`src/hw/rtl/rrb_pkg.sv`:
```
`default_nettype none
package rrb_pkg;

  // Field widths of the response and event words
  localparam int SEQ_W = 32;
  localparam int PAY_W = 16;
  localparam int EV_W  = 2;

  // Default number of reorder slots
  localparam int DEPTH_DEF = 16;

  // Event codes
  localparam logic [EV_W-1:0] EV_SEND   = 2'd0;
  localparam logic [EV_W-1:0] EV_CLOSE  = 2'd1;
  localparam logic [EV_W-1:0] EV_REJECT = 2'd2;

  // One result word as produced by the controller
  typedef struct packed {
    logic [EV_W-1:0]  event_res;
    logic [PAY_W-1:0] out_payload;
    logic [SEQ_W-1:0] out_seq;
    logic             last;
  } result_t;

endpackage
`default_nettype wire

```
`src/hw/rtl/rrb_if.sv`:
```
`default_nettype none
// Response channel
interface rrb_in_if;
  logic                      valid;
  logic                      ready;
  logic [rrb_pkg::SEQ_W-1:0] seq_id;
  logic [rrb_pkg::PAY_W-1:0] payload;
  logic                      keep_conn;

  modport source (output valid, output seq_id, output payload, output keep_conn,
                  input ready);
  modport sink (input valid, input seq_id, input payload, input keep_conn,
                output ready);
endinterface

// Event channel
interface rrb_out_if;
  logic                      valid;
  logic                      ready;
  logic [rrb_pkg::EV_W-1:0]  event_res;
  logic [rrb_pkg::PAY_W-1:0] out_payload;
  logic [rrb_pkg::SEQ_W-1:0] out_seq;
  logic                      last;

  modport source (output valid, output event_res, output out_payload, output out_seq,
                  output last, input ready);
  modport sink (input valid, input event_res, input out_payload, input out_seq,
                input last, output ready);
endinterface
`default_nettype wire

```
`src/hw/rtl/rrb_ram.sv`:
```
`default_nettype none
module rrb_ram #(
  parameter int WIDTH = 17,
  parameter int DEPTH = 16
) (
  input  wire logic                     clk,
  input  wire logic                     we,
  input  wire logic [$clog2(DEPTH)-1:0] waddr,
  input  wire logic [WIDTH-1:0]         wdata,
  input  wire logic [$clog2(DEPTH)-1:0] raddr,
  output logic      [WIDTH-1:0]         rdata
);

  logic [WIDTH-1:0] mem [DEPTH];
  logic [WIDTH-1:0] rdata_r;

  // Write one entry, read one entry with registered data
  always_ff @(posedge clk) begin
    if (we) begin
      mem[waddr] <= wdata;
    end
    rdata_r <= mem[raddr];
  end

  assign rdata = rdata_r;

endmodule
`default_nettype wire

```
`src/hw/rtl/rrb_out_reg.sv`:
```
`default_nettype none
module rrb_out_reg (
  input  wire logic             clk,
  input  wire logic             rst_n,
  input  wire logic             emit_v,
  input  wire rrb_pkg::result_t emit_res,
  output logic                  out_free,
  rrb_out_if.source             out_evt
);

  logic             out_valid_r;
  logic             out_valid_nxt;
  rrb_pkg::result_t res_r;

  // Slot is free when empty or being drained this cycle
  assign out_free = !out_valid_r || out_evt.ready;

  always_comb begin
    out_valid_nxt = out_valid_r;
    if (out_evt.ready) begin
      out_valid_nxt = 1'b0;
    end
    if (emit_v) begin
      out_valid_nxt = 1'b1;
    end
  end

  always_ff @(posedge clk) begin
    if (!rst_n) begin
      out_valid_r <= 1'b0;
    end else begin
      out_valid_r <= out_valid_nxt;
    end
  end

  // Load a new word when the controller emits
  always_ff @(posedge clk) begin
    if (emit_v) begin
      res_r <= emit_res;
    end
  end

  assign out_evt.valid       = out_valid_r;
  assign out_evt.event_res   = res_r.event_res;
  assign out_evt.out_payload = res_r.out_payload;
  assign out_evt.out_seq     = res_r.out_seq;
  assign out_evt.last        = res_r.last;

endmodule
`default_nettype wire

```
`src/hw/rtl/rrb_ctrl.sv`:
```
`default_nettype none
module rrb_ctrl #(
  parameter int DEPTH = rrb_pkg::DEPTH_DEF
) (
  input  wire logic                      clk,
  input  wire logic                      rst_n,
  // response side
  input  wire logic                      in_valid,
  output logic                           in_ready,
  input  wire logic [rrb_pkg::SEQ_W-1:0] in_seq_id,
  input  wire logic [rrb_pkg::PAY_W-1:0] in_payload,
  input  wire logic                      in_keep_conn,
  // event side
  output logic                           emit_v,
  output rrb_pkg::result_t               emit_res,
  input  wire logic                      out_free,
  // slot memory
  output logic                           ram_we,
  output logic [$clog2(DEPTH)-1:0]       ram_waddr,
  output logic [rrb_pkg::PAY_W:0]        ram_wdata,
  output logic [$clog2(DEPTH)-1:0]       ram_raddr,
  input  wire logic [rrb_pkg::PAY_W:0]   ram_rdata
);

  localparam int AW = $clog2(DEPTH);
  localparam int SW = rrb_pkg::SEQ_W;
  localparam int PW = rrb_pkg::PAY_W;
  localparam logic [AW-1:0] LAST_IDX = AW'(DEPTH - 1);

  localparam logic [2:0] ST_CLEAR = 3'd0;
  localparam logic [2:0] ST_IDLE  = 3'd1;
  localparam logic [2:0] ST_CHECK = 3'd2;
  localparam logic [2:0] ST_INS   = 3'd3;
  localparam logic [2:0] ST_DRAIN = 3'd4;
  localparam logic [2:0] ST_CLOSE = 3'd5;

  logic [2:0]    state_r, state_nxt;
  logic [AW-1:0] clr_r, clr_nxt;
  logic [SW-1:0] next_seq_r, next_seq_nxt;
  logic [AW-1:0] head_r, head_nxt;
  logic          pend_v_r, pend_v_nxt;
  logic [PW-1:0] pend_pay_r, pend_pay_nxt;
  logic [SW-1:0] pend_seq_r, pend_seq_nxt;
  logic [SW-1:0] seq_r;
  logic [PW-1:0] pay_r;
  logic          keep_r;
  logic [AW-1:0] idx_r, idx_nxt;
  logic          fwd_hit_r;
  logic [PW:0]   fwd_data_r;

  logic [SW-1:0] win_off;
  logic          stale;
  logic          beyond;
  logic [AW:0]   isum;
  logic [AW-1:0] head_inc;
  logic [PW:0]   rd_word;
  logic          cur_v;

  // Bypass a write that hit the address read in the same cycle
  assign rd_word = fwd_hit_r ? fwd_data_r : ram_rdata;
  assign cur_v   = rd_word[PW];

  // Window position of the held response
  assign win_off = seq_r - next_seq_r;
  assign stale   = seq_r < next_seq_r;
  assign beyond  = win_off >= SW'(DEPTH);
  assign isum    = {1'b0, head_r} + {1'b0, win_off[AW-1:0]};

  always_comb begin
    if (isum >= (AW+1)'(DEPTH)) begin
      idx_nxt = AW'(isum - (AW+1)'(DEPTH));
    end else begin
      idx_nxt = isum[AW-1:0];
    end
  end

  // Slot of the next expected number; restart at zero after the last slot or when the sequence counter wraps
  always_comb begin
    if (next_seq_r == '1 || head_r == LAST_IDX) begin
      head_inc = '0;
    end else begin
      head_inc = head_r + AW'(1);
    end
  end

  assign in_ready = (state_r == ST_IDLE);

  // Sequencer
  always_comb begin
    state_nxt    = state_r;
    clr_nxt      = clr_r;
    next_seq_nxt = next_seq_r;
    head_nxt     = head_r;
    pend_v_nxt   = pend_v_r;
    pend_pay_nxt = pend_pay_r;
    pend_seq_nxt = pend_seq_r;
    emit_v       = 1'b0;
    emit_res     = '0;
    ram_we       = 1'b0;
    ram_waddr    = head_r;
    ram_wdata    = '0;
    ram_raddr    = head_r;

    case (state_r)
      ST_CLEAR: begin
        ram_we    = 1'b1;
        ram_waddr = clr_r;
        clr_nxt   = clr_r + AW'(1);
        if (clr_r == LAST_IDX) begin
          state_nxt = ST_IDLE;
        end
      end
      ST_IDLE: begin
        if (in_valid) begin
          state_nxt = ST_CHECK;
        end
      end
      ST_CHECK: begin
        ram_raddr = idx_nxt;
        if (stale) begin
          state_nxt = ST_IDLE;
        end else if (beyond) begin
          if (out_free) begin
            emit_v             = 1'b1;
            emit_res.event_res = rrb_pkg::EV_REJECT;
            emit_res.out_seq   = seq_r;
            emit_res.last      = 1'b1;
            state_nxt          = ST_IDLE;
          end
        end else begin
          state_nxt = ST_INS;
        end
      end
      ST_INS: begin
        // Park the payload unless the slot already holds one; then fetch the head
        if (!cur_v) begin
          ram_we    = 1'b1;
          ram_waddr = idx_r;
          ram_wdata = {1'b1, pay_r};
        end
        ram_raddr  = head_r;
        pend_v_nxt = 1'b0;
        state_nxt  = ST_DRAIN;
      end
      ST_DRAIN: begin
        // Hold one send back until the following slot shows whether it is last
        if (pend_v_r && !out_free) begin
          ram_raddr = head_r;
        end else begin
          if (pend_v_r) begin
            emit_v               = 1'b1;
            emit_res.event_res   = rrb_pkg::EV_SEND;
            emit_res.out_payload = pend_pay_r;
            emit_res.out_seq     = pend_seq_r;
            emit_res.last        = keep_r && !cur_v;
          end
          if (cur_v) begin
            pend_v_nxt   = 1'b1;
            pend_pay_nxt = rd_word[PW-1:0];
            pend_seq_nxt = next_seq_r;
            ram_we       = 1'b1;
            ram_waddr    = head_r;
            ram_wdata    = '0;
            next_seq_nxt = next_seq_r + SW'(1);
            head_nxt     = head_inc;
            ram_raddr    = head_inc;
          end else begin
            pend_v_nxt = 1'b0;
            state_nxt  = keep_r ? ST_IDLE : ST_CLOSE;
          end
        end
      end
      ST_CLOSE: begin
        if (out_free) begin
          emit_v             = 1'b1;
          emit_res.event_res = rrb_pkg::EV_CLOSE;
          emit_res.out_seq   = seq_r;
          emit_res.last      = 1'b1;
          state_nxt          = ST_IDLE;
        end
      end
      default: begin
        state_nxt = ST_IDLE;
      end
    endcase
  end

  // Control state
  always_ff @(posedge clk) begin
    if (!rst_n) begin
      state_r    <= ST_CLEAR;
      clr_r      <= '0;
      next_seq_r <= SW'(1);
      head_r     <= AW'(1);
      pend_v_r   <= 1'b0;
      fwd_hit_r  <= 1'b0;
    end else begin
      state_r    <= state_nxt;
      clr_r      <= clr_nxt;
      next_seq_r <= next_seq_nxt;
      head_r     <= head_nxt;
      pend_v_r   <= pend_v_nxt;
      fwd_hit_r  <= ram_we && (ram_waddr == ram_raddr);
    end
  end

  // Data registers
  always_ff @(posedge clk) begin
    if (in_valid && in_ready) begin
      seq_r  <= in_seq_id;
      pay_r  <= in_payload;
      keep_r <= in_keep_conn;
    end
    idx_r      <= idx_nxt;
    pend_pay_r <= pend_pay_nxt;
    pend_seq_r <= pend_seq_nxt;
    fwd_data_r <= ram_wdata;
  end

endmodule
`default_nettype wire

```
`src/hw/rtl/response_reorder_buffer_unit.sv`:
```
`default_nettype none
// Response reorder buffer: responses tagged with a sequence number arrive out of
// order, are parked in one of WINDOW_DEPTH slots of a single-port-write RAM, and
// leave as send events strictly in sequence order, followed by a close event when
// keep_conn is 0. Numbers already released are dropped silently; numbers at or
// beyond the window are answered with one reject event. After reset the block
// clears every RAM slot in turn and accepts no response until done.
// A response is checked against the window and, unless dropped or rejected,
// parked; the drain then reads, forwards and clears one slot per cycle through
// the RAM port while the event output has room. Downstream stalls hold the
// reject, drain and close; no new response is taken until the last one is done.
module response_reorder_buffer_unit #(
  parameter int WINDOW_DEPTH = rrb_pkg::DEPTH_DEF
) (
  input  wire logic clk,
  input  wire logic rst_n,
  rrb_in_if.sink    in_rsp,
  rrb_out_if.source out_evt
);

  localparam int AW = $clog2(WINDOW_DEPTH);
  localparam int MW = rrb_pkg::PAY_W + 1;

  logic             emit_v;
  rrb_pkg::result_t emit_res;
  logic             out_free;
  logic             ram_we;
  logic [AW-1:0]    ram_waddr;
  logic [MW-1:0]    ram_wdata;
  logic [AW-1:0]    ram_raddr;
  logic [MW-1:0]    ram_rdata;

  rrb_ctrl #(
    .DEPTH (WINDOW_DEPTH)
  ) u_ctrl (
    .clk          (clk),
    .rst_n        (rst_n),
    .in_valid     (in_rsp.valid),
    .in_ready     (in_rsp.ready),
    .in_seq_id    (in_rsp.seq_id),
    .in_payload   (in_rsp.payload),
    .in_keep_conn (in_rsp.keep_conn),
    .emit_v       (emit_v),
    .emit_res     (emit_res),
    .out_free     (out_free),
    .ram_we       (ram_we),
    .ram_waddr    (ram_waddr),
    .ram_wdata    (ram_wdata),
    .ram_raddr    (ram_raddr),
    .ram_rdata    (ram_rdata)
  );

  rrb_ram #(
    .WIDTH (MW),
    .DEPTH (WINDOW_DEPTH)
  ) u_slot_ram (
    .clk   (clk),
    .we    (ram_we),
    .waddr (ram_waddr),
    .wdata (ram_wdata),
    .raddr (ram_raddr),
    .rdata (ram_rdata)
  );

  rrb_out_reg u_out_reg (
    .clk      (clk),
    .rst_n    (rst_n),
    .emit_v   (emit_v),
    .emit_res (emit_res),
    .out_free (out_free),
    .out_evt  (out_evt)
  );

endmodule
`default_nettype wire
```
`src/flat_wrapper.sv`:
```
// flat-port wrapper written by rule: the top's interface ports become plain ports
module response_reorder_buffer_unit_flat 
#(
  parameter int WINDOW_DEPTH = rrb_pkg::DEPTH_DEF
)
  (clk, rst_n, in_rsp_valid, in_rsp_seq_id, in_rsp_payload, in_rsp_keep_conn, in_rsp_ready, out_evt_valid, out_evt_event_res, out_evt_out_payload, out_evt_out_seq, out_evt_last, out_evt_ready);
  rrb_in_if in_rsp_i ();
  rrb_out_if out_evt_i ();
  input  wire logic clk;
  input  wire logic rst_n;
  input wire logic [$bits(in_rsp_i.valid)-1:0] in_rsp_valid;
  input wire logic [$bits(in_rsp_i.seq_id)-1:0] in_rsp_seq_id;
  input wire logic [$bits(in_rsp_i.payload)-1:0] in_rsp_payload;
  input wire logic [$bits(in_rsp_i.keep_conn)-1:0] in_rsp_keep_conn;
  output wire logic [$bits(in_rsp_i.ready)-1:0] in_rsp_ready;
  output wire logic [$bits(out_evt_i.valid)-1:0] out_evt_valid;
  output wire logic [$bits(out_evt_i.event_res)-1:0] out_evt_event_res;
  output wire logic [$bits(out_evt_i.out_payload)-1:0] out_evt_out_payload;
  output wire logic [$bits(out_evt_i.out_seq)-1:0] out_evt_out_seq;
  output wire logic [$bits(out_evt_i.last)-1:0] out_evt_last;
  input wire logic [$bits(out_evt_i.ready)-1:0] out_evt_ready;
  assign in_rsp_i.valid = in_rsp_valid;
  assign in_rsp_i.seq_id = in_rsp_seq_id;
  assign in_rsp_i.payload = in_rsp_payload;
  assign in_rsp_i.keep_conn = in_rsp_keep_conn;
  assign in_rsp_ready = in_rsp_i.ready;
  assign out_evt_valid = out_evt_i.valid;
  assign out_evt_event_res = out_evt_i.event_res;
  assign out_evt_out_payload = out_evt_i.out_payload;
  assign out_evt_out_seq = out_evt_i.out_seq;
  assign out_evt_last = out_evt_i.last;
  assign out_evt_i.ready = out_evt_ready;
  response_reorder_buffer_unit #(.WINDOW_DEPTH(WINDOW_DEPTH)) u_core (.clk(clk), .rst_n(rst_n), .in_rsp(in_rsp_i), .out_evt(out_evt_i));
endmodule
```
`config.mk`:
```
export PLATFORM = sky130hd
export DESIGN_NAME = response_reorder_buffer_unit_flat
export DESIGN_NICKNAME = d
export VERILOG_FILES = /design/src/hw/rtl/rrb_pkg.sv /design/src/hw/rtl/rrb_if.sv /design/src/hw/rtl/rrb_ram.sv /design/src/hw/rtl/rrb_out_reg.sv /design/src/hw/rtl/rrb_ctrl.sv /design/src/hw/rtl/response_reorder_buffer_unit.sv /design/src/flat_wrapper.sv
export SDC_FILE = /design/constraint.sdc
export NUM_CORES = 1
export LEC_CHECK = 0
export BUFFER_PORTS_ARGS = -buffer_cell sky130_fd_sc_hd__buf_2
export CAP_MARGIN = 25
export CORE_MARGIN = 3
export CORE_UTILIZATION = 45
export DETAILED_ROUTE_END_ITERATION = 10
export PLACE_DENSITY_LB_ADDON = 0.05
export SYNTH_ARGS = -nofsm -noshare
export SYNTH_HDL_FRONTEND = slang
export SYNTH_SLANG_ARGS = --single-unit
export TNS_END_PERCENT = 10
```
`constraint.sdc`:
```
create_clock -name clk -period 4.45 [get_ports clk]
set_input_delay 0.89 -clock clk [delete_from_list [all_inputs] [get_ports clk]]
set_output_delay 0.89 -clock clk [all_outputs]
set_load 0.05 [all_outputs]
```
==> load_flow_metrics.sql, run 1 <==
INSERT INTO impl_metrics (metric_group, metric, value, unit) VALUES
('power', 'power_density', '386.8', 'mW/mm2'),
('clock_network', 'cts_inserted_buffers', '53', ''),
('drt', 'detail-route-antenna-nets', '0', ''),
('synthesis', 'post_synth_instance_area', '0.02169', 'mm2'),
('drt', 'via_to_cell_ratio', '5.454', ''),
('global_route', 'use_met3', '0.02853', ''),
('drt', 'drt_first_iter_violations', '757', ''),
('worst_setup_path', 'worstPathBufferInverterCount', '2', ''),
('global_route', 'number_of_global_route_vias_before_repair', '12220', ''),
('placed_design', 'dpl.hpwl', '31400', 'um'),
('global_route', 'grtUsageMet2', '0.3484', ''),
('synthesis', 'yosysSeqAreaShare', '0.6589', ''),
('sta', 'maxClockFrequency', '242.3', 'MHz'),
('clock_network', 'cts_tree', 'yes', ''),
('clock_network', 'clkSlewWorstSetupHoldPaths', '0.06', 'ns'),
('placed_design', 'post_dp_cell_area', '0.02317', 'mm2'),
('drt', 'routed_wire_per_std_cell', '22.01', 'um'),
('clock_network', 'clk-insertion-delay-late', '0.61', 'ns'),
('die', 'top_level_ports', '106', ''),
('synthesis', 'synth_edf_count', '420', ''),
('power', 'power.static_leakage', '9.610', 'nW'),
('finish', 'final_cells', '2277', ''),
('placed_design', 'gpl.final_weighted_congestion', '0.8684', ''),
('clock_network', 'ctsHtreeMaxLevel', '2', ''),
('finish', 'layout_stage_area_growth_over_the_synthesis_result', '14.66', '%'),
('global_route', 'grt.total_usage', '0.1973', ''),
('synthesis', 'ys_dominant_reg_cell', 'sky130_fd_sc_hd__edfxtp_1', ''),
('status', 'outcome', 'finished, final reports clean', ''),
('clock_network', 'post_cts_resized', '0', ''),
('worst_setup_path', 'slowest_stage', 'sky130_fd_sc_hd__a221o_2', ''),
('synthesis', 'netlist_instances', '1494', ''),
('worst_hold_path', 'min_delay_worst_endpoint', 'u_core.u_ctrl.pend_seq_r[25]', ''),
('die', 'initial_utilization', '0.4610', ''),
('worst_setup_path', 'setup.worst_path.end_class', 'flop', ''),
('flow_run', 'timing.max_cap.violations', '0', ''),
('global_route', 'grt_util_met1', '0.2530', ''),
('synthesis', 'async_reset_ff_frac', '0', ''),
('worst_setup_path', 'crit_path_start_kind', 'flop', ''),
('clock_network', 'clock_sinks', '504', ''),
('power', 'totalPowerFinal', '9.621', 'mW'),
('clock_network', 'post-cts-setup-buffer-count', '0', ''),
('sta', 'worst_margin_slew', '0.7873', 'ns'),
('synthesis', 'yosys_warnings', '0', ''),
('global_route', 'grt_pass1_wl', '75240', 'um'),
('finish', 'nets', '1723', ''),
('worst_hold_path', 'holdPathStages', '0', ''),
('worst_setup_path', 'timing.reg2reg.setup_slack', '0.32', 'ns'),
('power', 'vdd_drop_max', '0.2928', 'mV'),
('sta', 'slew_violations', '0', ''),
('clock_network', 'clock-root-buffer', 'sky130_fd_sc_hd__clkbuf_16', ''),
('worst_setup_path', 'worstPathCellList', 'ha_1 -> inv_1 -> fa_1 -> a21o_1 -> a221o_2 -> a221oi_4 -> o2111ai_2 -> o21ai_2 -> xor2_1 -> nand4_1 -> nor3_1 -> and4b_1 -> o21bai_4 -> or2_2 -> buf_4', ''),
('finish', 'final_layout_size_suffix_gt1_frac', '0.1754', ''),
('finish', 'antenna-diode-count', '0', ''),
('sta', 'finalHoldViolCount', '0', ''),
('placed_design', 'preCtsSetupSlack', '0.2834', 'ns'),
('synthesis', 'synth_fp_nets', '1587', ''),
('worst_setup_path', 'reg2reg_from', 'u_core.u_ctrl.next_seq_r[0]', ''),
('global_route', 'pin_count_of_the_biggest_net_entering_global_routing', '53', ''),
('sta', 'final.setup.tns', '0', 'ns'),
('sta', 'finClkSkew', '0.02077', 'ns'),
('synthesis', 'syn_area_per_cell', '14.52', 'um2'),
('worst_setup_path', 'crit_path_max_fanout', '22', ''),
('worst_setup_path', 'timing.rr.end', 'u_core.u_out_reg.out_evt.out_seq[20]', ''),
('worst_setup_path', 'worstSetupPathType', 'flop to flop', ''),
('drt', 'wirelength', '50120', 'um'),
('worst_setup_path', 'timing.critical_path.max_delay_family', 'compound AO/OA/AOI/OAI gates', ''),
('sta', 'finalCriticalPeriod', '4.127', 'ns'),
('placed_design', 'portBuffers', '105', ''),
('finish', 'stdcell_area', '0.02487', 'mm2'),
('worst_setup_path', 'crit_arrival', '4.45', 'ns'),
('worst_hold_path', 'hold_path_class', 'flop to flop', '');
-- how the worst max path moves through the flow --
stage / to / slack, ns / startpoint / cells after the start
final: u_core.u_out_reg.out_evt.out_seq[20] / 0.32 / u_core.u_ctrl.next_seq_r[0] / 15
after floorplan: u_core.u_ctrl.next_seq_r[26] / 0.34 / out_evt_ready / 14
after detailed placement: u_core.u_out_reg.out_evt.out_seq[7] / 0.28 / u_core.u_ctrl.seq_r[0] / 16
after CTS: u_core.u_out_reg.out_evt.out_seq[13] / 0.24 / u_core.u_ctrl.next_seq_r[0] / 15
after global placement: u_core.u_out_reg.out_evt.out_seq[6] / 0.39 / u_core.u_ctrl.seq_r[0] / 16
after global routing: u_core.u_out_reg.out_evt.out_seq[20] / 0.01 / u_core.u_ctrl.next_seq_r[0] / 15
-- logic make-up (layout without fill, tap and decap cells) --
logic type / count (synthesis) / count (layout) / share of synthesized area
flip-flops: 504 / 504 / 0.6589
AND/OR/NAND/NOR: 314 / 314 / 0.07712
XOR/XNOR: 54 / 54 / 0.02180
adder cells (fa/ha/maj): 40 / 40 / 0.02376
buffers and inverters: 118 / 294 / 0.02636
AO/OA/AOI/OAI: 186 / 186 / 0.06212
multiplexers: 278 / 278 / 0.1299
-- registers in the layout, indices dropped and copies added, names as in the netlist --
signal                                cells
u_core.u_slot_ram.mem                   272
u_core.u_ctrl.next_seq_r                 32
u_core.u_ctrl.pend_seq_r                 32
u_core.u_ctrl.seq_r                      32
u_core.u_out_reg.out_evt.out_seq         32
u_core.u_ctrl.fwd_data_r                 17
u_core.u_slot_ram.rdata                  17
u_core.u_ctrl.pay_r                      16
u_core.u_ctrl.pend_pay_r                 16
u_core.u_out_reg.out_evt.out_payload     16
u_core.u_ctrl.clr_r                       4
u_core.u_ctrl.head_r                      4
u_core.u_ctrl.idx_r                       4
u_core.u_ctrl.state_r                     3
u_core.u_out_reg.out_evt.event_res        2
u_core.u_ctrl.fwd_hit_r                   1
u_core.u_ctrl.keep_r                      1
u_core.u_ctrl.pend_v_r                    1
u_core.u_out_reg.out_evt.last             1
u_core.u_out_reg.out_evt.valid            1
-- Yosys cell counts, types with 17 or more instances --
master / number / share of area
sky130_fd_sc_hd__edfxtp_1: 420 / 0.58
sky130_fd_sc_hd__mux2i_1: 259 / 0.12
sky130_fd_sc_hd__dfxtp_1: 84 / 0.078
sky130_fd_sc_hd__nand2_1: 69 / 0.012
sky130_fd_sc_hd__and2_1: 65 / 0.019
sky130_fd_sc_hd__nor2_1: 56 / 0.0097
sky130_fd_sc_hd__a21oi_1: 47 / 0.011
sky130_fd_sc_hd__inv_1: 45 / 0.0078
sky130_fd_sc_hd__xnor2_1: 42 / 0.017
sky130_fd_sc_hd__ha_1: 38 / 0.022
sky130_fd_sc_hd__a22o_1: 32 / 0.013
sky130_fd_sc_hd__clkbuf_1: 26 / 0.0045
sky130_fd_sc_hd__o21ai_0: 23 / 0.0053
sky130_fd_sc_hd__nand4_1: 22 / 0.0063
sky130_fd_sc_hd__buf_2: 20 / 0.0046
sky130_fd_sc_hd__nor3_1: 19 / 0.0044
sky130_fd_sc_hd__mux2_2: 18 / 0.0093
sky130_fd_sc_hd__nand3_1: 18 / 0.0042
sky130_fd_sc_hd__buf_4: 17 / 0.0059
-- routing by layer --
layer / up-vias / wire length, um
li1: 5901 / -
met5: - / 0
met3: 74 / 2005
met2: 245 / 25650
met4: 0 / 1156
met1: 6198 / 21310
-- stage by stage --
step                utilization  hold WS (ns)
finish                   0.5286        0.4282
global route             0.5286        0.4216
CTS                      0.5284        0.4111
detailed placement       0.4925        0.4153
global placement         0.4925        0.4113
floorplan                     -        0.4082
-- cell type report --
cell class	instances	area, um2	share of cell area
clock buffers	74	1465	0.05891
inverters	47	176.4	0.007093
multi-input cells	872	6908	0.2777
clock inverters	21	224.0	0.009005
flip-flops and latches	504	14290	0.5747
repair buffers	152	1045	0.04201
well taps	607	759.5	0.03054
-- where the power goes --
part	internal, mW	switching (mW)
sequential	5.13	0.0155
clock	2.48	1.81
combinational	0.0774	0.117
total	7.68	1.94
-- placed cells by master (no fill, tap or decap), types with 15 or more instances in the layout --
cell type,count
sky130_fd_sc_hd__nand3_1,18
sky130_fd_sc_hd__nor2_2,16
sky130_fd_sc_hd__nand2_1,69
sky130_fd_sc_hd__nor3_1,19
sky130_fd_sc_hd__a21oi_1,47
sky130_fd_sc_hd__clkbuf_1,15
sky130_fd_sc_hd__o21ai_0,22
sky130_fd_sc_hd__buf_4,33
sky130_fd_sc_hd__nor2_1,40
sky130_fd_sc_hd__buf_2,105
sky130_fd_sc_hd__inv_1,44
sky130_fd_sc_hd__ha_1,38
sky130_fd_sc_hd__edfxtp_1,420
sky130_fd_sc_hd__a22o_1,32
sky130_fd_sc_hd__clkbuf_16,53
sky130_fd_sc_hd__mux2i_1,259
sky130_fd_sc_hd__nand4_1,22
sky130_fd_sc_hd__mux2_2,18
sky130_fd_sc_hd__and2_1,64
sky130_fd_sc_hd__dfxtp_1,84
sky130_fd_sc_hd__xnor2_1,42
(Power assumes the default switching activity.)
==> run 2: changes to the inputs <==
--- a/config.mk
+++ b/config.mk
@@ -5,6 +5,7 @@
 export SDC_FILE = /design/constraint.sdc
 export NUM_CORES = 1
 export LEC_CHECK = 0
+export ABC_AREA = 1
 export BUFFER_PORTS_ARGS = -buffer_cell sky130_fd_sc_hd__buf_2
 export CAP_MARGIN = 25
 export CORE_MARGIN = 3
==> load_flow_metrics.sql, run 2 <==
INSERT INTO impl_metrics (metric_group, metric, value, unit) VALUES
('status', 'outcome', 'finished, final reports clean', ''),
('drt', 'detail-route-antenna-nets', '0', ''),
('sta', 'slew_violations', '0', ''),
('global_route', 'grt.total_usage', '0.2297', ''),
('global_route', 'antenna_found_initial', '0', ''),
('sta', 'max-slew-margin-rel', '0.3078', ''),
('clock_network', 'post_cts_resized', '0', ''),
('sta', 'layout_setup_ws', '1.017', 'ns'),
('sta', 'finClkSkew', '0.04962', 'ns'),
('worst_setup_path', 'critical_path.startpoint', 'u_core.u_ctrl.next_seq_r[8]', ''),
('worst_hold_path', 'hold_path.startpoint', 'in_rsp_payload[14]', ''),
('clock_network', 'clock-root-buffer', 'sky130_fd_sc_hd__clkbuf_16', ''),
('synthesis', 'synth.top_cells.by_count', '702 x sky130_fd_sc_hd__nand2_1, 420 x sky130_fd_sc_hd__edfxtp_1, 385 x sky130_fd_sc_hd__nand3_1', ''),
('clock_network', 'post-cts-setup-buffer-count', '0', ''),
('sta', 'layout_worst_path_cycle_share', '0.7714', ''),
('drt', 'via_to_cell_ratio', '5.260', ''),
('synthesis', 'synth_edf_count', '420', ''),
('synthesis', 'syn_area_per_cell', '9.847', 'um2'),
('sta', 'finalHoldViolCount', '0', ''),
('synthesis', 'yosysSeqAreaShare', '0.6281', ''),
('drt', 'drt_first_iter_violations', '1129', ''),
('finish', 'top_register', 'u_core.u_slot_ram.mem', ''),
('die', 'initial_utilization', '0.4601', ''),
('placed_design', 'dpl.hpwl', '40490', 'um'),
('drt', 'wirelength', '61440', 'um'),
('finish', 'layout_commonest_cell', 'sky130_fd_sc_hd__nand2_1', ''),
('worst_setup_path', 'worstPathCellList', 'inv_1 -> ha_1 -> nand2_1 -> nor2_1 -> nand2_1 -> nand3_1 -> nand3b_1 -> nand3_1 -> nand2_1 -> inv_1 -> nand2_1 -> nor2_1 -> nand3_1 -> nand3_2 -> o21ai_2 -> buf_4 -> nand2_1 -> nand2_1', ''),
('die', 'fp.dieW', '230.9', 'um'),
('finish', 'final-seq-area', '0.01429', 'mm2'),
('sta', 'setup_violations', '0', ''),
('global_route', 'grt_pass1_wl', '93760', 'um'),
('global_route', 'number_of_global_route_vias_before_repair', '16210', ''),
('die', 'placeableCoreArea', '0.04946', 'mm2'),
('power', 'power.static_leakage', '10.35', 'nW'),
('die', 'die_h', '230.9', 'um'),
('worst_setup_path', 'critPathMaxStageDelay', '0.45', 'ns'),
('power', 'power_density', '369.1', 'mW/mm2'),
('global_route', 'overflow', '0', ''),
('clock_network', 'clock_path_buffers', '3', ''),
('worst_setup_path', 'reg2reg_from', 'u_core.u_ctrl.next_seq_r[8]', ''),
('synthesis', 'yosys_warnings', '0', ''),
('drt', 'drt_first_pass_iters', '7', ''),
('synthesis', 'ys_dominant_reg_cell', 'sky130_fd_sc_hd__edfxtp_1', ''),
('die', 'top_level_ports', '106', ''),
('clock_network', 'cts_hold_buffers', '0', ''),
('die', 'row_count', '81', ''),
('placed_design', 'preCtsSetupSlack', '0.9291', 'ns'),
('worst_setup_path', 'crit_path_start_kind', 'flop', ''),
('synthesis', 'yosys.cell_count.top_type', 'sky130_fd_sc_hd__nand2_1', ''),
('drt', 'post-route-drc-count', '0', ''),
('clock_network', 'clock_sinks', '504', ''),
('drt', 'via_count', '16626', ''),
('placed_design', 'post_dp_cell_area', '0.02416', 'mm2'),
('finish', 'layout_stage_area_growth_over_the_synthesis_result', '13.72', '%'),
('finish', 'largest_register_ff_count', '272', ''),
('worst_setup_path', 'crit_path_max_fanout', '32', ''),
('worst_setup_path', 'worstSetupPathType', 'flop to flop', ''),
('clock_network', 'ctsHtreeMaxLevel', '2', ''),
('worst_hold_path', 'hold_path_class', 'input port to flop', ''),
('synthesis', 'post_synth_instance_area', '0.02276', 'mm2'),
('synthesis', 'yosys_reg_bits', '504', ''),
('worst_setup_path', 'slowest_stage', 'sky130_fd_sc_hd__dfxtp_1', ''),
('finish', 'antenna-diode-count', '0', ''),
('synthesis', 'netlist_instances', '2311', ''),
('finish', 'mostFrequentLayoutCells', '698 x sky130_fd_sc_hd__nand2_1, 420 x sky130_fd_sc_hd__edfxtp_1, 385 x sky130_fd_sc_hd__nand3_1, 212 x sky130_fd_sc_hd__inv_1, 139 x sky130_fd_sc_hd__nor2_1', ''),
('worst_setup_path', 'worst_ep_required_time', '4.79', 'ns'),
('placed_design', 'gpl.final_weighted_congestion', '0.9118', ''),
('synthesis', 'async_reset_ff_frac', '0', ''),
('clock_network', 'clkSlewWorstSetupHoldPaths', '0.06', 'ns'),
('die', 'fp.dieArea', '0.05331', 'mm2'),
('clock_network', 'clk-insertion-delay-late', '0.63', 'ns'),
('flow_run', 'timing.max_cap.violations', '0', ''),
('worst_setup_path', 'setup.worst_path.end_class', 'flop', ''),
('sta', 'maxClockFrequency', '291.3', 'MHz'),
('clock_network', 'cts_inserted_buffers', '52', ''),
('synthesis', 'synth_top_cells_by_area', 'sky130_fd_sc_hd__edfxtp_1 55%, sky130_fd_sc_hd__nand2_1 12%, sky130_fd_sc_hd__nand3_1 8.5%', ''),
('sta', 'worst_margin_slew', '1.035', 'ns'),
('worst_setup_path', 'path_common_cell', 'sky130_fd_sc_hd__nand2_1', ''),
('synthesis', 'synth_fp_nets', '2404', ''),
('global_route', 'pin_count_of_the_biggest_net_entering_global_routing', '137', ''),
('placed_design', 'portBuffers', '105', ''),
('synthesis', 'synth_top_area_frac', '0.5542', ''),
('finish', 'multi_input_area', '0.007146', 'mm2'),
('drt', 'routed_wire_per_std_cell', '19.44', 'um'),
('finish', 'stdcell_area', '0.02588', 'mm2'),
('finish', 'final_layout_size_suffix_gt1_frac', '0.1298', ''),
('sta', 'finalCriticalPeriod', '3.433', 'ns'),
('sta', 'rsz0062_at_grt', 'no', ''),
('synthesis', 'yosys.cell_types.count', '45', ''),
('synthesis', 'post-synth-top-area-cell', 'sky130_fd_sc_hd__edfxtp_1', ''),
('clock_network', 'cts_tree', 'yes', ''),
('finish', 'nets', '2546', ''),
('power', 'vdd_drop_max', '0.3350', 'mV'),
('worst_setup_path', 'crit_arrival', '3.78', 'ns'),
('finish', 'layout.filler_cells', '4615', ''),
('sta', 'final.setup.tns', '0', 'ns');
run 2: cell types whose count changed in the layout (fill, tap and decap cells not counted), sizes merged, moves of 12 or more:
cell	change
a22o	-32
and2	-61
buf	+21
clkinv	+20
inv	+177
mux2	-18
mux2i	-260
nand2	+641
nand3	+390
nor2	+98
nor2b	-14
nor3	+12
xnor2	-36
run 2: metal layers:
metal,part of all wire,track usage,wire [um]
met1,0.43,0.2973,26460
met3,0.042,0.03295,2604
met4,0.036,0.08154,2188
met5,0,0,0
met2,0.49,0.3957,30190
run 2: cell type report:
class / instances / share of cell area
Sequential cell: 504 / 0.5523
Multi-Input combinational cell: 1493 / 0.2761
Clock buffer: 66 / 0.05425
Timing Repair Buffer: 173 / 0.04197
Inverter: 229 / 0.03326
Tap cell: 664 / 0.03210
Clock inverter: 32 / 0.009960
run 2: critical path: cells and delay by family (launching register included):
kind | cells | cell delay, ns
AO/OA/AOI/OAI | 1 | 0.07
adder cells (fa/ha/maj) | 1 | 0.37
buffers and inverters | 3 | 0.42
flip-flops | 1 | 0.45
AND/OR/NAND/NOR | 13 | 1.85
run 2: final timing paths:
path	endpoint	slack, ns	depth (start not counted)
worst min-delay path	u_core.u_ctrl.pay_r[14]	0.43	1
worst max-delay path	u_core.u_out_reg.out_evt.out_seq[1]	1.02	18
worst min register to register	u_core.u_ctrl.pend_seq_r[23]	0.46	0
worst max register to register	u_core.u_out_reg.out_evt.out_seq[1]	1.02	18
run 2: report_power, final:
group	leakage [nW]	internal, mW	switching (mW)	total [mW]
clock network	0.818	2.36	1.84	4.20
registers	4.15	5.13	0.0206	5.15
logic	5.39	0.0621	0.136	0.198
total	10.4	7.56	2.00	9.55
run 2: metrics by stage:
stage	utilization	cells	total power, mW	hold slack, ns
2_1_floorplan	-	2311	5.356	0.4289
4_1_cts	0.5222	3154	9.659	0.3860
3_5_place_dp	0.4886	3056	5.455	0.4413
3_3_place_gp	0.4883	3054	5.451	0.4394
5_1_grt	0.5232	3161	9.867	0.3932
6_report	0.5232	3161	9.553	0.4303
run 2: cells by family (layout without fill, tap and decap cells):
logic type,Yosys count,after routing,share of synthesized area
compound gates,109,109,0.02842
flops,504,504,0.6281
simple gates,1331,1331,0.2559
buf+inv,314,500,0.05987
fa+ha+maj,40,40,0.02265
xor+xnor,13,13,0.005003
==> run 3: changes to the inputs <==
==> constraint.sdc (replaced) <==
create_clock -name clk -period 3.2 [get_ports clk]
set_input_delay 0.64 -clock clk [delete_from_list [all_inputs] [get_ports clk]]
set_output_delay 0.64 -clock clk [all_outputs]
set_load 0.05 [all_outputs]
==> load_flow_metrics.sql, run 3 (same netlist as run 2, synthesis figures left out) <==
INSERT INTO impl_metrics (metric_group, metric, value, unit) VALUES
('worst_hold_path', 'min_delay_worst_endpoint', 'u_core.u_ctrl.pay_r[11]', ''),
('worst_setup_path', 'worstPathCellList', 'inv_1 -> ha_1 -> inv_2 -> fa_2 -> inv_1 -> fa_1 -> inv_1 -> o21a_1 -> inv_1 -> nand2_2 -> buf_12 -> nand3_1 -> nand3_1 -> nand2_1 -> nand2_1 -> nand2_1', ''),
('worst_setup_path', 'r2r_cells', '16', ''),
('worst_setup_path', 'critPathMaxStageDelay', '0.55', 'ns'),
('power', 'p_sw_frac', '0.2065', ''),
('drt', 'dr_wl_met2', '31730', 'um'),
('finish', 'final_cells', '3209', ''),
('power', 'power.static_leakage', '10.71', 'nW'),
('drt', 'routed_wire_per_std_cell', '19.33', 'um'),
('placed_design', 'gpl.final_weighted_congestion', '0.8842', ''),
('drt', 'via_count', '16703', ''),
('die', 'placeableCoreArea', '0.04946', 'mm2'),
('drt', 'wirelength', '62050', 'um'),
('global_route', 'overflow', '0', ''),
('power', 'p_comb_frac', '0.022', ''),
('die', 'top_level_ports', '106', ''),
('global_route', 'grt_pass1_wl', '93340', 'um'),
('sta', 'finClkSkew', '0.03136', 'ns'),
('drt', 'post-route-drc-count', '0', ''),
('worst_setup_path', 'timing.critical_path.max_delay_family', 'adder cells', ''),
('worst_setup_path', 'worst_ep_required_time', '3.70', 'ns'),
('drt', 'detail-route-antenna-nets', '0', ''),
('drt', 'amount_of_wire_on_met3_after_detailed_routing', '2418', 'um'),
('worst_setup_path', 'worstSetupPathType', 'flop to flop', ''),
('worst_hold_path', 'holdPathStages', '1', ''),
('worst_setup_path', 'crit_path_max_fanout', '47', ''),
('clock_network', 'clk-insertion-delay-late', '0.62', 'ns'),
('status', 'outcome', 'finished, final reports clean', ''),
('drt', 'drt_first_iter_violations', '1023', ''),
('worst_setup_path', 'worstPathBufferInverterCount', '6', ''),
('drt', 'maxUsedRoutingLayer', 'met4', ''),
('finish', 'layout.filler_cells', '4430', ''),
('die', 'row_count', '81', ''),
('finish', 'layout_commonest_cell', 'sky130_fd_sc_hd__nand2_1', ''),
('worst_setup_path', 'path_common_cell', 'sky130_fd_sc_hd__inv_1', ''),
('worst_hold_path', 'hold_path.startpoint', 'in_rsp_payload[11]', ''),
('clock_network', 'clock-root-buffer', 'sky130_fd_sc_hd__clkbuf_16', ''),
('placed_design', 'post_dp_cell_area', '0.02472', 'mm2'),
('finish', 'final-seq-area', '0.01430', 'mm2'),
('finish', 'antenna-diode-count', '0', ''),
('finish', 'final_layout_size_suffix_gt1_frac', '0.1725', ''),
('placed_design', 'dpl.cell_count', '3096', ''),
('finish', 'layout_stage_area_growth_over_the_synthesis_result', '18.58', '%'),
('clock_network', 'cts_hold_buffers', '0', ''),
('power', 'switchingPower', '2.760', 'mW'),
('flow_run', 'timing.max_cap.violations', '0', ''),
('global_route', 'pin_count_of_the_biggest_net_entering_global_routing', '137', ''),
('sta', 'max-slew-margin-rel', '0.4682', ''),
('finish', 'largest_register_ff_count', '272', ''),
('sta', 'rsz0062_at_grt', 'yes', ''),
('worst_hold_path', 'hold_path_class', 'input port to flop', ''),
('finish', 'top_register', 'u_core.u_slot_ram.mem', ''),
('sta', 'finalHoldViolCount', '0', ''),
('clock_network', 'clock_path_buffers', '3', ''),
('die', 'die_h', '230.9', 'um'),
('drt', 'drt_first_pass_iters', '5', ''),
('worst_setup_path', 'crit_arrival', '3.59', 'ns'),
('power', 'seq_power_share', '0.537', ''),
('finish', 'stdcell_area', '0.02698', 'mm2'),
('clock_network', 'ctsHtreeMaxLevel', '2', ''),
('clock_network', 'clock_sinks', '504', ''),
('finish', 'nets', '2594', ''),
('die', 'initial_utilization', '0.4601', ''),
('clock_network', 'clkSlewWorstSetupHoldPaths', '0.06', 'ns'),
('clock_network', 'cts_tree', 'yes', ''),
('sta', 'layout_worst_path_cycle_share', '0.9670', ''),
('global_route', 'antenna_found_initial', '0', ''),
('die', 'fp.dieW', '230.9', 'um'),
('sta', 'slew_violations', '0', ''),
('finish', 'mostFrequentLayoutCells', '682 x sky130_fd_sc_hd__nand2_1, 420 x sky130_fd_sc_hd__edfxtp_1, 377 x sky130_fd_sc_hd__nand3_1, 210 x sky130_fd_sc_hd__inv_1, 128 x sky130_fd_sc_hd__nor2_1', ''),
('power', 'clockPowerShare', '0.441', ''),
('power', 'totalPowerFinal', '13.36', 'mW'),
('worst_setup_path', 'timing.rr.end', 'u_core.u_slot_ram.rdata[2]', ''),
('worst_setup_path', 'crit_path_start_kind', 'flop', ''),
('worst_setup_path', 'slowest_stage', 'sky130_fd_sc_hd__fa_2', ''),
('drt', 'via_to_cell_ratio', '5.205', ''),
('power', 'power.internal', '10.60', 'mW'),
('placed_design', 'dpl.hpwl', '41170', 'um'),
('drt', 'wl_met1', '25570', 'um'),
('finish', 'multi_input_area', '0.007557', 'mm2'),
('worst_setup_path', 'setup.worst_path.end_class', 'flop', ''),
('global_route', 'grt.total_usage', '0.2272', ''),
('worst_setup_path', 'reg2reg_from', 'u_core.u_ctrl.seq_r[0]', ''),
('sta', 'worst_margin_slew', '0.7977', 'ns'),
('sta', 'finalCriticalPeriod', '3.095', 'ns'),
('clock_network', 'cts_inserted_buffers', '53', ''),
('worst_setup_path', 'timing.reg2reg.setup_slack', '0.11', 'ns'),
('sta', 'setup_violations', '0', ''),
('sta', 'maxClockFrequency', '323.1', 'MHz'),
('power', 'vdd_drop_max', '0.4274', 'mV'),
('die', 'fp.dieArea', '0.05331', 'mm2'),
('power', 'power_density', '495.2', 'mW/mm2'),
('placed_design', 'portBuffers', '105', ''),
('global_route', 'number_of_global_route_vias_before_repair', '16164', '');
## run 3: changes by cell type in the layout (fill, tap and decap cells not counted), sizes merged
cell | before | now
clkinvlp | 0 | 1
inv | 226 | 229
clkinv | 33 | 17
buf | 173 | 218
clkbuf | 66 | 81
## run 3: through the flow
step / util / worst slack, ns / hold WS [ns] / setup TNS, ns
2_1_floorplan: - / -0.3549 / 0.4289 / -64.05
3_3_place_gp: 0.4997 / 0.03727 / 0.4407 / 0
3_5_place_dp: 0.4997 / -0.02668 / 0.4377 / -0.6337
4_1_cts: 0.5338 / 0.007900 / 0.1617 / 0
5_1_grt: 0.5456 / -0.09022 / 0.1729 / -1.515
6_report: 0.5456 / 0.1055 / 0.1976 / 0
## run 3: worst max-delay path by stage
stage / from / endpoint / slack, ns / cells past startpoint
finish: u_core.u_ctrl.seq_r[0] / u_core.u_slot_ram.rdata[2] / 0.11 / 16
global route: u_core.u_ctrl.seq_r[0] / u_core.u_slot_ram.rdata[2] / -0.09 / 16
CTS: u_core.u_ctrl.seq_r[9] / u_core.u_out_reg.out_evt.out_seq[3] / 0.008 / 20
detailed placement: u_core.u_ctrl.seq_r[10] / u_core.u_out_reg.out_evt.out_seq[0] / -0.03 / 16
global placement: u_core.u_ctrl.seq_r[0] / u_core.u_out_reg.out_evt.out_seq[18] / 0.04 / 23
floorplan: u_core.u_ctrl.seq_r[0] / u_core.u_out_reg.out_evt.event_res[0] / -0.35 / 20
## run 3: worst register-to-register path: stages, from the launching register on
cell	delay (ns)
sky130_fd_sc_hd__edfxtp_1	0.38
sky130_fd_sc_hd__inv_1	0.08
sky130_fd_sc_hd__ha_1	0.15
sky130_fd_sc_hd__inv_2	0.04
sky130_fd_sc_hd__fa_2	0.55
sky130_fd_sc_hd__inv_1	0.07
sky130_fd_sc_hd__fa_1	0.46
sky130_fd_sc_hd__inv_1	0.09
sky130_fd_sc_hd__o21a_1	0.19
sky130_fd_sc_hd__inv_1	0.07
sky130_fd_sc_hd__nand2_2	0.12
sky130_fd_sc_hd__buf_12	0.28
sky130_fd_sc_hd__nand3_1	0.16
sky130_fd_sc_hd__nand3_1	0.10
sky130_fd_sc_hd__nand2_1	0.11
sky130_fd_sc_hd__nand2_1	0.09
sky130_fd_sc_hd__nand2_1	0.05
## run 3: power groups by stage
stage / sequential [mW] / clock, mW / combinational [mW]
floorplan: 7.30 / 0 / 0.148
global placement: 7.31 / 0 / 0.294
global route: 7.17 / 6.31 / 0.323
detailed placement: 7.31 / 0 / 0.298
finish: 7.17 / 5.90 / 0.293
CTS: 7.17 / 6.05 / 0.299
## run 3: per-layer routing
metal / vias to the layer above / track usage
met5: - / 0
met4: 0 / 0.08774
met3: 117 / 0.02949
met2: 397 / 0.4059
met1: 8021 / 0.2805
li1: 8168 / -
## run 3: cell type report
cell class,instances,share of cell area
clock inverters,20,0.007048
flip-flops and latches,504,0.5299
inverters,229,0.03190
clock buffers,79,0.05462
well taps,664,0.03079
repair buffers,220,0.06570
multi-input cells,1493,0.2801
## run 3: what timing repair did
item	in CTS	in global routing
gates resized for setup	4	96
pin swaps	0	15
endpoints found under the hold margin	0	0
buffers inserted	0	11
cloned	0	3
setup endpoints to repair	43	102
